[src/rtl/rab_pkg.sv]
// Shared definitions for the adaptive buffer sizer: constants, sequencer states,
// divider control and the signal-band lookup. No dependencies.
package rab_pkg;

   localparam int SIZE_BITS_DEF = 20;
   localparam int OUT_W         = 21;
   localparam int PCT_W         = 8;
   localparam int SCORE_W       = 7;
   localparam int SCORE_QW      = 7;
   localparam int MIN_SIZE      = 256;
   localparam int BIG_LIMIT     = 655;
   localparam int PCT_DIV       = 100;
   localparam int CHANGE_MUL    = 10;
   localparam int BAND_D_DIV    = 5;

   localparam logic [31:0] HOLD_MS = 32'd5000;

   localparam logic [PCT_W-1:0] PCT_BAND_A = 8'd50;
   localparam logic [PCT_W-1:0] PCT_BAND_B = 8'd75;
   localparam logic [PCT_W-1:0] PCT_BAND_C = 8'd100;
   localparam logic [PCT_W-1:0] PCT_BAND_D = 8'd120;
   localparam logic [PCT_W-1:0] PCT_BAND_E = 8'd150;

   localparam logic signed [7:0] RSSI_EDGE_A = -8'sd60;
   localparam logic signed [7:0] RSSI_EDGE_B = -8'sd70;
   localparam logic signed [7:0] RSSI_EDGE_C = -8'sd80;
   localparam logic signed [7:0] RSSI_EDGE_D = -8'sd90;

   localparam logic [SCORE_W-1:0] SCORE_FULL = 7'd100;
   localparam logic [SCORE_W-1:0] SCORE_NONE = 7'd0;

   typedef enum logic [10:0] {
      ST_IDLE   = 11'b00000000001,
      ST_RCP_T  = 11'b00000000010,
      ST_FIX_T  = 11'b00000000100,
      ST_EVAL   = 11'b00000001000,
      ST_MUL_D  = 11'b00000010000,
      ST_DECIDE = 11'b00000100000,
      ST_MUL_S  = 11'b00001000000,
      ST_SCORE  = 11'b00010000000,
      ST_DIV_S  = 11'b00100000000,
      ST_FIN_S  = 11'b01000000000,
      ST_OUT    = 11'b10000000000
   } state_type;

   typedef struct packed {
      logic load;
      logic step;
   } div_ctrl_type;

   function automatic logic [PCT_W-1:0] band_pct(input logic signed [7:0] rssi);
      logic [PCT_W-1:0] pct;
      if (rssi >= RSSI_EDGE_A) begin
         pct = PCT_BAND_A;
      end else if (rssi >= RSSI_EDGE_B) begin
         pct = PCT_BAND_B;
      end else if (rssi >= RSSI_EDGE_C) begin
         pct = PCT_BAND_C;
      end else if (rssi >= RSSI_EDGE_D) begin
         pct = PCT_BAND_D;
      end else begin
         pct = PCT_BAND_E;
      end
      return pct;
   endfunction

endpackage

[src/rtl/rab_div.sv]
// Restoring shift-subtract divider, one quotient bit per step.
// Depends on rab_pkg for the control struct.
module rab_div
   import rab_pkg::*;
#(
   parameter int W  = SIZE_BITS_DEF + 9,
   parameter int QW = SIZE_BITS_DEF + 1
) (
   input  logic         clock,
   input  div_ctrl_type ctrl,
   input  logic [W-1:0] num_in,
   input  logic [W-1:0] dvs_in,
   output logic [QW-1:0] quo_out
);

   logic [W-1:0]  rem_ff, rem_in;
   logic [W-1:0]  d_ff, d_in;
   logic [QW-1:0] q_ff, q_in;

   always_comb begin
      rem_in = rem_ff;
      d_in   = d_ff;
      q_in   = q_ff;
      priority if (ctrl.load) begin
         rem_in = num_in;
         d_in   = dvs_in;
         q_in   = '0;
      end else if (ctrl.step) begin
         if (rem_ff >= d_ff) begin
            rem_in = rem_ff - d_ff;
            q_in   = {q_ff[QW-2:0], 1'b1};
         end else begin
            q_in   = {q_ff[QW-2:0], 1'b0};
         end
         d_in = d_ff >> 1;
      end
   end

   always_ff @(posedge clock) begin
      rem_ff <= rem_in;
      d_ff   <= d_in;
      q_ff   <= q_in;
   end

   assign quo_out = q_ff;

endmodule

[src/rtl/rssi_adaptive_buffer_sizer.sv]
// Sequence: an accepted item steps through RCP_T, FIX_T, EVAL, MUL_D, DECIDE, MUL_S and SCORE,
//   then through DIV_S and FIN_S when a score division is needed, and is registered out in OUT.
// Flow: no new item is taken until the last result is registered, as set by the sequencer
//   and the bit-serial score divider; a result still waiting in the output stalls the input.
// Reset: synchronous, active high; base and current size 4096, last time and count 0.
module rssi_adaptive_buffer_sizer
   import rab_pkg::*;
#(
   parameter int SIZE_BITS = SIZE_BITS_DEF
) (
   input  logic                       clock,
   input  logic                       reset,
   input  logic                       csr_valid,
   output logic                       csr_ready,
   input  logic [SIZE_BITS-1:0]       csr_base_size,
   input  logic                       req_valid,
   output logic                       req_ready,
   input  logic signed [7:0]          req_rssi_dbm,
   input  logic [31:0]                req_now_ms,
   output logic                       rsp_valid,
   input  logic                       rsp_ready,
   output logic [OUT_W-1:0]           rsp_buffer_size,
   output logic [OUT_W-1:0]           rsp_target_size,
   output logic                       rsp_adjusted,
   output logic                       rsp_rate_held,
   output logic [31:0]                rsp_adjust_total,
   output logic [SCORE_W-1:0]         rsp_efficiency_score
);

   localparam int CW     = SIZE_BITS + 1;
   localparam int PW     = CW + PCT_W;
   localparam int RCP_W  = 2 * SIZE_BITS;
   localparam int STEP_W = $clog2(SCORE_QW);
   localparam logic [SIZE_BITS-1:0] FIFTH_MUL =
      SIZE_BITS'((64'd1 << SIZE_BITS) / 64'(BAND_D_DIV));

   state_type            state_ff, state_in;
   logic [SIZE_BITS-1:0] base_ff, base_in;
   logic [CW-1:0]        cur_ff, cur_in;
   logic [31:0]          last_ff, last_in;
   logic [31:0]          cnt_ff, cnt_in;
   logic [PCT_W-1:0]     pct_ff, pct_in;
   logic [31:0]          now_ff, now_in;
   logic [CW-1:0]        tgt_ff, tgt_in;
   logic [SIZE_BITS-1:0] fifth_ff, fifth_in;
   logic                 held_ff, held_in;
   logic                 adj_ff, adj_in;
   logic [SCORE_W-1:0]   score_ff, score_in;
   logic [PW-1:0]        prod_ff, prod_in;
   logic [STEP_W-1:0]    step_ff, step_in;
   logic                 rsp_valid_ff, rsp_valid_in;
   logic [OUT_W-1:0]     rsp_buf_ff, rsp_buf_in;
   logic [OUT_W-1:0]     rsp_tgt_ff, rsp_tgt_in;
   logic                 rsp_adj_ff, rsp_adj_in;
   logic                 rsp_held_ff, rsp_held_in;
   logic [31:0]          rsp_cnt_ff, rsp_cnt_in;
   logic [SCORE_W-1:0]   rsp_score_ff, rsp_score_in;

   logic [CW-1:0]        mul_a;
   logic [PCT_W-1:0]     mul_b;
   logic [CW-1:0]        abs_diff;
   logic [SCORE_W-1:0]   quo_score;
   logic [CW+OUT_W-1:0]  cur_wide;
   logic [CW+OUT_W-1:0]  tgt_wide;
   logic [RCP_W-1:0]     fifth_prod;
   logic [SIZE_BITS+1:0] fifth_x5;
   logic [SIZE_BITS+1:0] fifth_rem;
   logic [SIZE_BITS+1:0] base_x3;
   logic [CW-1:0]        band_raw;
   div_ctrl_type         div_ctrl;
   logic [PW-1:0]        div_num;
   logic [PW-1:0]        div_dvs;
   logic                 hold_hit;

   rab_div #(
      .W  (PW),
      .QW (SCORE_W)
   ) u_div (
      .clock   (clock),
      .ctrl    (div_ctrl),
      .num_in  (div_num),
      .dvs_in  (div_dvs),
      .quo_out (quo_score)
   );

   assign abs_diff = (tgt_ff >= cur_ff) ? (tgt_ff - cur_ff) : (cur_ff - tgt_ff);
   assign hold_hit = (last_ff != '0) && (now_ff >= last_ff) && ((now_ff - last_ff) < HOLD_MS);
   assign cur_wide = {{OUT_W{1'b0}}, cur_ff};
   assign tgt_wide = {{OUT_W{1'b0}}, tgt_ff};

   assign fifth_prod = RCP_W'(base_ff) * RCP_W'(FIFTH_MUL);
   assign fifth_x5   = {fifth_ff, 2'b00} + (SIZE_BITS+2)'(fifth_ff);
   assign fifth_rem  = (SIZE_BITS+2)'(base_ff) - fifth_x5;
   assign base_x3    = {1'b0, base_ff, 1'b0} + (SIZE_BITS+2)'(base_ff);

   always_comb begin
      unique case (pct_ff)
         PCT_BAND_A: begin
            band_raw = CW'(base_ff >> 1);
         end
         PCT_BAND_B: begin
            band_raw = CW'(base_x3 >> 2);
         end
         PCT_BAND_C: begin
            band_raw = CW'(base_ff);
         end
         PCT_BAND_D: begin
            band_raw = CW'(base_ff) + CW'(fifth_ff);
         end
         default: begin
            band_raw = CW'(base_x3 >> 1);
         end
      endcase
   end

   always_comb begin
      unique case (state_ff)
         ST_MUL_D: begin
            mul_a = abs_diff;
            mul_b = PCT_W'(CHANGE_MUL);
         end
         default: begin
            mul_a = cur_ff;
            mul_b = PCT_W'(PCT_DIV);
         end
      endcase
   end

   assign prod_in = PW'(mul_a) * PW'(mul_b);

   always_comb begin
      state_in     = state_ff;
      base_in      = base_ff;
      cur_in       = cur_ff;
      last_in      = last_ff;
      cnt_in       = cnt_ff;
      pct_in       = pct_ff;
      now_in       = now_ff;
      tgt_in       = tgt_ff;
      fifth_in     = fifth_ff;
      held_in      = held_ff;
      adj_in       = adj_ff;
      score_in     = score_ff;
      step_in      = step_ff;
      rsp_valid_in = rsp_valid_ff;
      rsp_buf_in   = rsp_buf_ff;
      rsp_tgt_in   = rsp_tgt_ff;
      rsp_adj_in   = rsp_adj_ff;
      rsp_held_in  = rsp_held_ff;
      rsp_cnt_in   = rsp_cnt_ff;
      rsp_score_in = rsp_score_ff;
      div_ctrl     = '0;
      div_num      = prod_ff;
      div_dvs      = '0;

      if (rsp_valid_ff && rsp_ready) begin
         rsp_valid_in = 1'b0;
      end

      unique case (state_ff)
         ST_IDLE: begin
            if (csr_valid) begin
               base_in = csr_base_size;
               cur_in  = {1'b0, csr_base_size};
            end else if (req_valid) begin
               pct_in   = band_pct(req_rssi_dbm);
               now_in   = req_now_ms;
               state_in = ST_RCP_T;
            end
         end
         ST_RCP_T: begin
            fifth_in = fifth_prod[RCP_W-1:SIZE_BITS];
            state_in = ST_FIX_T;
         end
         ST_FIX_T: begin
            if (fifth_rem >= (SIZE_BITS+2)'(BAND_D_DIV)) begin
               fifth_in = fifth_ff + 1'b1;
            end
            state_in = ST_EVAL;
         end
         ST_EVAL: begin
            tgt_in   = (band_raw < CW'(MIN_SIZE)) ? CW'(MIN_SIZE) : band_raw;
            held_in  = hold_hit;
            state_in = ST_MUL_D;
         end
         ST_MUL_D: begin
            state_in = ST_DECIDE;
         end
         ST_DECIDE: begin
            adj_in = !held_ff && (tgt_ff != cur_ff) &&
                     ((cur_ff == '0) || (prod_ff >= PW'(cur_ff)));
            if (adj_in) begin
               cur_in  = tgt_ff;
               cnt_in  = cnt_ff + 32'd1;
               last_in = now_ff;
            end
            state_in = ST_MUL_S;
         end
         ST_MUL_S: begin
            state_in = ST_SCORE;
         end
         ST_SCORE: begin
            priority if (cur_ff > CW'(BIG_LIMIT)) begin
               score_in = (cur_ff >= tgt_ff) ? SCORE_FULL : SCORE_NONE;
               state_in = ST_OUT;
            end else if (cur_ff >= tgt_ff) begin
               score_in = SCORE_FULL;
               state_in = ST_OUT;
            end else begin
               div_ctrl.load = 1'b1;
               div_dvs       = PW'(tgt_ff) << (SCORE_QW - 1);
               step_in       = '0;
               state_in      = ST_DIV_S;
            end
         end
         ST_DIV_S: begin
            div_ctrl.step = 1'b1;
            step_in       = step_ff + 1'b1;
            if (step_ff == STEP_W'(SCORE_QW - 1)) begin
               state_in = ST_FIN_S;
            end
         end
         ST_FIN_S: begin
            score_in = quo_score;
            state_in = ST_OUT;
         end
         ST_OUT: begin
            if (!rsp_valid_ff || rsp_ready) begin
               rsp_valid_in = 1'b1;
               rsp_buf_in   = cur_wide[OUT_W-1:0];
               rsp_tgt_in   = tgt_wide[OUT_W-1:0];
               rsp_adj_in   = adj_ff;
               rsp_held_in  = held_ff;
               rsp_cnt_in   = cnt_ff;
               rsp_score_in = score_ff;
               state_in     = ST_IDLE;
            end
         end
         default: begin
            state_in = ST_IDLE;
         end
      endcase
   end

   always_ff @(posedge clock) begin
      if (reset) begin
         state_ff     <= ST_IDLE;
         base_ff      <= SIZE_BITS'(4096);
         cur_ff       <= CW'(4096);
         last_ff      <= '0;
         cnt_ff       <= '0;
         rsp_valid_ff <= 1'b0;
      end else begin
         state_ff     <= state_in;
         base_ff      <= base_in;
         cur_ff       <= cur_in;
         last_ff      <= last_in;
         cnt_ff       <= cnt_in;
         rsp_valid_ff <= rsp_valid_in;
      end
   end

   always_ff @(posedge clock) begin
      pct_ff       <= pct_in;
      now_ff       <= now_in;
      tgt_ff       <= tgt_in;
      fifth_ff     <= fifth_in;
      held_ff      <= held_in;
      adj_ff       <= adj_in;
      score_ff     <= score_in;
      prod_ff      <= (state_ff == ST_MUL_D || state_ff == ST_MUL_S) ? prod_in : prod_ff;
      step_ff      <= step_in;
      rsp_buf_ff   <= rsp_buf_in;
      rsp_tgt_ff   <= rsp_tgt_in;
      rsp_adj_ff   <= rsp_adj_in;
      rsp_held_ff  <= rsp_held_in;
      rsp_cnt_ff   <= rsp_cnt_in;
      rsp_score_ff <= rsp_score_in;
   end

   assign csr_ready            = (state_ff == ST_IDLE);
   assign req_ready            = (state_ff == ST_IDLE) && !csr_valid;
   assign rsp_valid            = rsp_valid_ff;
   assign rsp_buffer_size      = rsp_buf_ff;
   assign rsp_target_size      = rsp_tgt_ff;
   assign rsp_adjusted         = rsp_adj_ff;
   assign rsp_rate_held        = rsp_held_ff;
   assign rsp_adjust_total     = rsp_cnt_ff;
   assign rsp_efficiency_score = rsp_score_ff;

`ifndef SYNTHESIS
   a_count_step: assert property (@(posedge clock) disable iff (reset)
      (!$past(reset) && cnt_ff != $past(cnt_ff)) |-> (cnt_ff == $past(cnt_ff) + 32'd1))
      else $error("adjust count moved by other than one");

   a_adj_not_held: assert property (@(posedge clock) disable iff (reset)
      (rsp_valid && rsp_adjusted) |-> !rsp_rate_held)
      else $error("item both adjusted and rate held");

   a_score_range: assert property (@(posedge clock) disable iff (reset)
      rsp_valid |-> (rsp_efficiency_score <= SCORE_FULL))
      else $error("efficiency score above full scale");

   a_busy_after_accept: assert property (@(posedge clock) disable iff (reset)
      (req_valid && req_ready) |=> !req_ready)
      else $error("new item taken while sequencer busy");

   a_csr_loads_cur: assert property (@(posedge clock) disable iff (reset)
      (csr_valid && csr_ready) |=> (cur_ff == {1'b0, base_ff}))
      else $error("base size write did not load current size");
`endif

endmodule

[config.mk]
export PLATFORM = sky130hd
export DESIGN_NAME = rssi_adaptive_buffer_sizer
export DESIGN_NICKNAME = d
export VERILOG_FILES = /design/src/rtl/rab_pkg.sv /design/src/rtl/rab_div.sv /design/src/rtl/rssi_adaptive_buffer_sizer.sv
export SDC_FILE = /design/constraint.sdc
export NUM_CORES = 2
export LEC_CHECK = 0
export BUFFER_PORTS_ARGS = -buffer_cell sky130_fd_sc_hd__buf_2
export CORE_MARGIN = 2
export CORE_UTILIZATION = 43
export CTS_BUF_LIST = sky130_fd_sc_hd__clkbuf_4
export DETAILED_ROUTE_END_ITERATION = 7
export MAX_ROUTING_LAYER = met4
export SLEW_MARGIN = 20
export SYNTH_ARGS = -nofsm -noshare
export SYNTH_HDL_FRONTEND = slang
export SYNTH_SLANG_ARGS = --single-unit
[constraint.sdc]
create_clock -name clock -period 9.4 [get_ports clock]
set_clock_uncertainty 0.05 [all_clocks]
set_input_delay 1.88 -clock clock [delete_from_list [all_inputs] [get_ports clock]]
set_output_delay 1.88 -clock clock [all_outputs]
set_load 0.02 [all_outputs]
==> flow_summary.ini <==
[detailed_routing]
remaining_drc_errors = 0
vias = 25802
wl_um = 90600
viasPerCell = 5.44
detail_route.first_pass.iterations = 6
wl_per_cell_um = 19.1
drt-initial-drc-count = 1752
postRouteAntennaNets = 0

[job]
maxCapViolations = 0

[setup_path]
slowest_stage = nor4_4
worst_setup_path_start_kind = flop
crit_path_frequent_cell = ha_1
slowest_delay_ns = 0.55
reg2reg_slack_ns = 1.11
crit_required_ns = 9.93
worstSetupEndpointType = flop
arrival_ns = 8.82
path_buf_inv = 1
critPathKind = reg2reg
critPathTopFamily = adder cells
worst-path-max-fanout = 10

[clocking]
post_cts_resized = 0
cts_root_buf = clkbuf_4
clk_latency_ns = 0.88
cts_tree = built
cts_setup_buffers = 0
tritoncts.num_buffers = 108
clkSinkCount = 384
clkSlewWorstSetupHoldPaths_ns = 0.06
cts_max_level = 3
ctsHoldBuffers = 0
clk_path_buf_depth = 3

[power]
powerDensity_mw_per_mm2 = 160
totalPowerFinal_w = 0.00582
peakVddDrop_mv = 0.384
leakage_nw = 16.2

[global_routing]
grt_usage = 0.240
grt_start_max_net_pins = 94
grt_overflow = 0
grt_pass1_wl_um = 144000
antenna_found_initial = 5
grt_pass1_vias = 26046

[yosys]
async_flop_share = 0
synthTopCellsByArea = edfxtp_1, ha_1, fa_1, dfxtp_1, inv_1
yosysTopAreaCell = edfxtp_1
syn_inst = 3431
synth_most_common_cell = ha_1
synth_nets = 4118
synth.cells.most_frequent = ha_1, inv_1, nand2_1
ys_seq_elements = 384
synth_cell_types = 99
yosysTopAreaCellShare = 0.236
synth_seq_area_share = 0.311
synth-edff-count = 260
ys_warn_count = 0
synth_area_per_cell_sq_um = 9.63
netlist_area_sq_mm = 0.0330
yosys_most_used_dff = edfxtp_1

[place]
portBuffers = 149
routabilityCongestion = 0.931
hpwl_um = 71600

[sta]
rsz0062_at_grt = false
min_period_over_period = 0.882
final_hold_viol_count = 0
tns_ns = 0
drv_slew = 0
slew_headroom = 0.256
max_freq_mhz = 121
worst_pin_slew_ns = 1.12
final.min_clock_period_ns = 8.29
setup_viol = 0

[finish]
drive_gt1_frac = 0.117
syn2layout_area_growth_pct = 10.2
fillers = 7276
nets = 4299

[die]
num_rows = 101
start_util = 0.435
ioPinCount = 151
die_height_um = 281
die_width_um = 281
dieArea_sq_mm = 0.0791
core_area_sq_mm = 0.0759

[run_status]
status = complete, no violations

[min_path]
hold_path_class = reg2reg
==> through the flow <==
stage | setup slack, ns | util | instance area, sq um | std cells | hold WS [ns]
2_1_floorplan | 2.39 | - | 33000 | 3431 | 0.350
3_3_place_gp | 1.25 | 0.460 | 34900 | 4531 | 0.353
3_5_place_dp | 1.21 | 0.460 | 34900 | 4531 | 0.358
4_1_cts | 1.22 | 0.479 | 36400 | 4734 | 0.375
5_1_grt | 0.606 | 0.479 | 36400 | 4741 | 0.380
6_report | 1.11 | 0.479 | 36400 | 4741 | 0.373
==> power breakdown <==
group	switching (W)	internal, W	total (W)	leakage (nW)
registers	0.0000470	0.00189	0.00193	3.36
logic	0.00136	0.000953	0.00231	11.9
clock network	0.000751	0.000822	0.00157	0.866
==> layout make-up <==
cell class | instances | area [sq um] | share of cell area
Tap cell | 1030 | 1290 | 0.0354
Inverter | 402 | 1510 | 0.0415
Clock inverter | 35 | 179 | 0.00492
Clock buffer | 168 | 1260 | 0.0347
Antenna cell | 6 | 15.0 | 0.000413
Timing Repair Buffer | 180 | 993 | 0.0273
Multi-Input combinational cell | 2536 | 20900 | 0.573
Sequential cell | 384 | 10300 | 0.283
==> state kept, by name, summed over array words and instances (netlist names), 27 cells and up <==
name and cells:
cnt_ff 32, last_ff 32, now_ff 32, rsp_adjust_total 32, u_div.rem_ff 29, div_num 28, u_div.d_ff 27
==> per-layer routing <==
| layer | global-route usage | vias up | wire (um) |
|---|---|---|---|
| met2 | 0.394 | 648 | 43700 |
| met1 | 0.311 | 12454 | 40400 |
| met4 | 0.0616 | 0 | 1930 |
| li1 | - | 12555 | - |
| met5 | - | - | 0 |
| met3 | 0.0338 | 145 | 4610 |
==> logic make-up (layout without fill, tap and decap cells) <==
family,after synthesis,after routing,synth area share
buffers and inverters,511,785,0.0594
DFF,384,384,0.311
xor gates and xnor gates,173,173,0.0459
other,0,6,0
AOI/OAI and AO/OA,766,766,0.152
muxes,33,33,0.0103
adders and majority gates,622,622,0.282
and+or+nand+nor,942,942,0.139
==> worst paths after layout <==
check,startpoint,endpoint,depth (start not counted)
worst max-delay path,cur_ff[8],div_num[27],26
worst min register to register,score_ff[1],rsp_efficiency_score[1],0
worst max register to register,cur_ff[8],div_num[27],26
worst min-delay path,score_ff[1],rsp_efficiency_score[1],0
==> placed cells by master, fill, tap and decap left out, drive strengths merged, types with 35 or more instances in the layout <==
cell type | Yosys | layout
and3 | 35 | 35
xnor2 | 104 | 104
nor2 | 248 | 248
nand4 | 42 | 42
inv | 402 | 407
nand2 | 293 | 293
edfxtp | 260 | 260
nor3 | 43 | 43
a21o | 71 | 71
nand3 | 63 | 63
ha | 417 | 417
fa | 205 | 205
a21oi | 241 | 241
xor2 | 69 | 69
dfxtp | 124 | 124
o21ai | 159 | 159
clkbuf | 87 | 168
buf | 22 | 180
No activity file was read; power rests on OpenSTA's default activity.
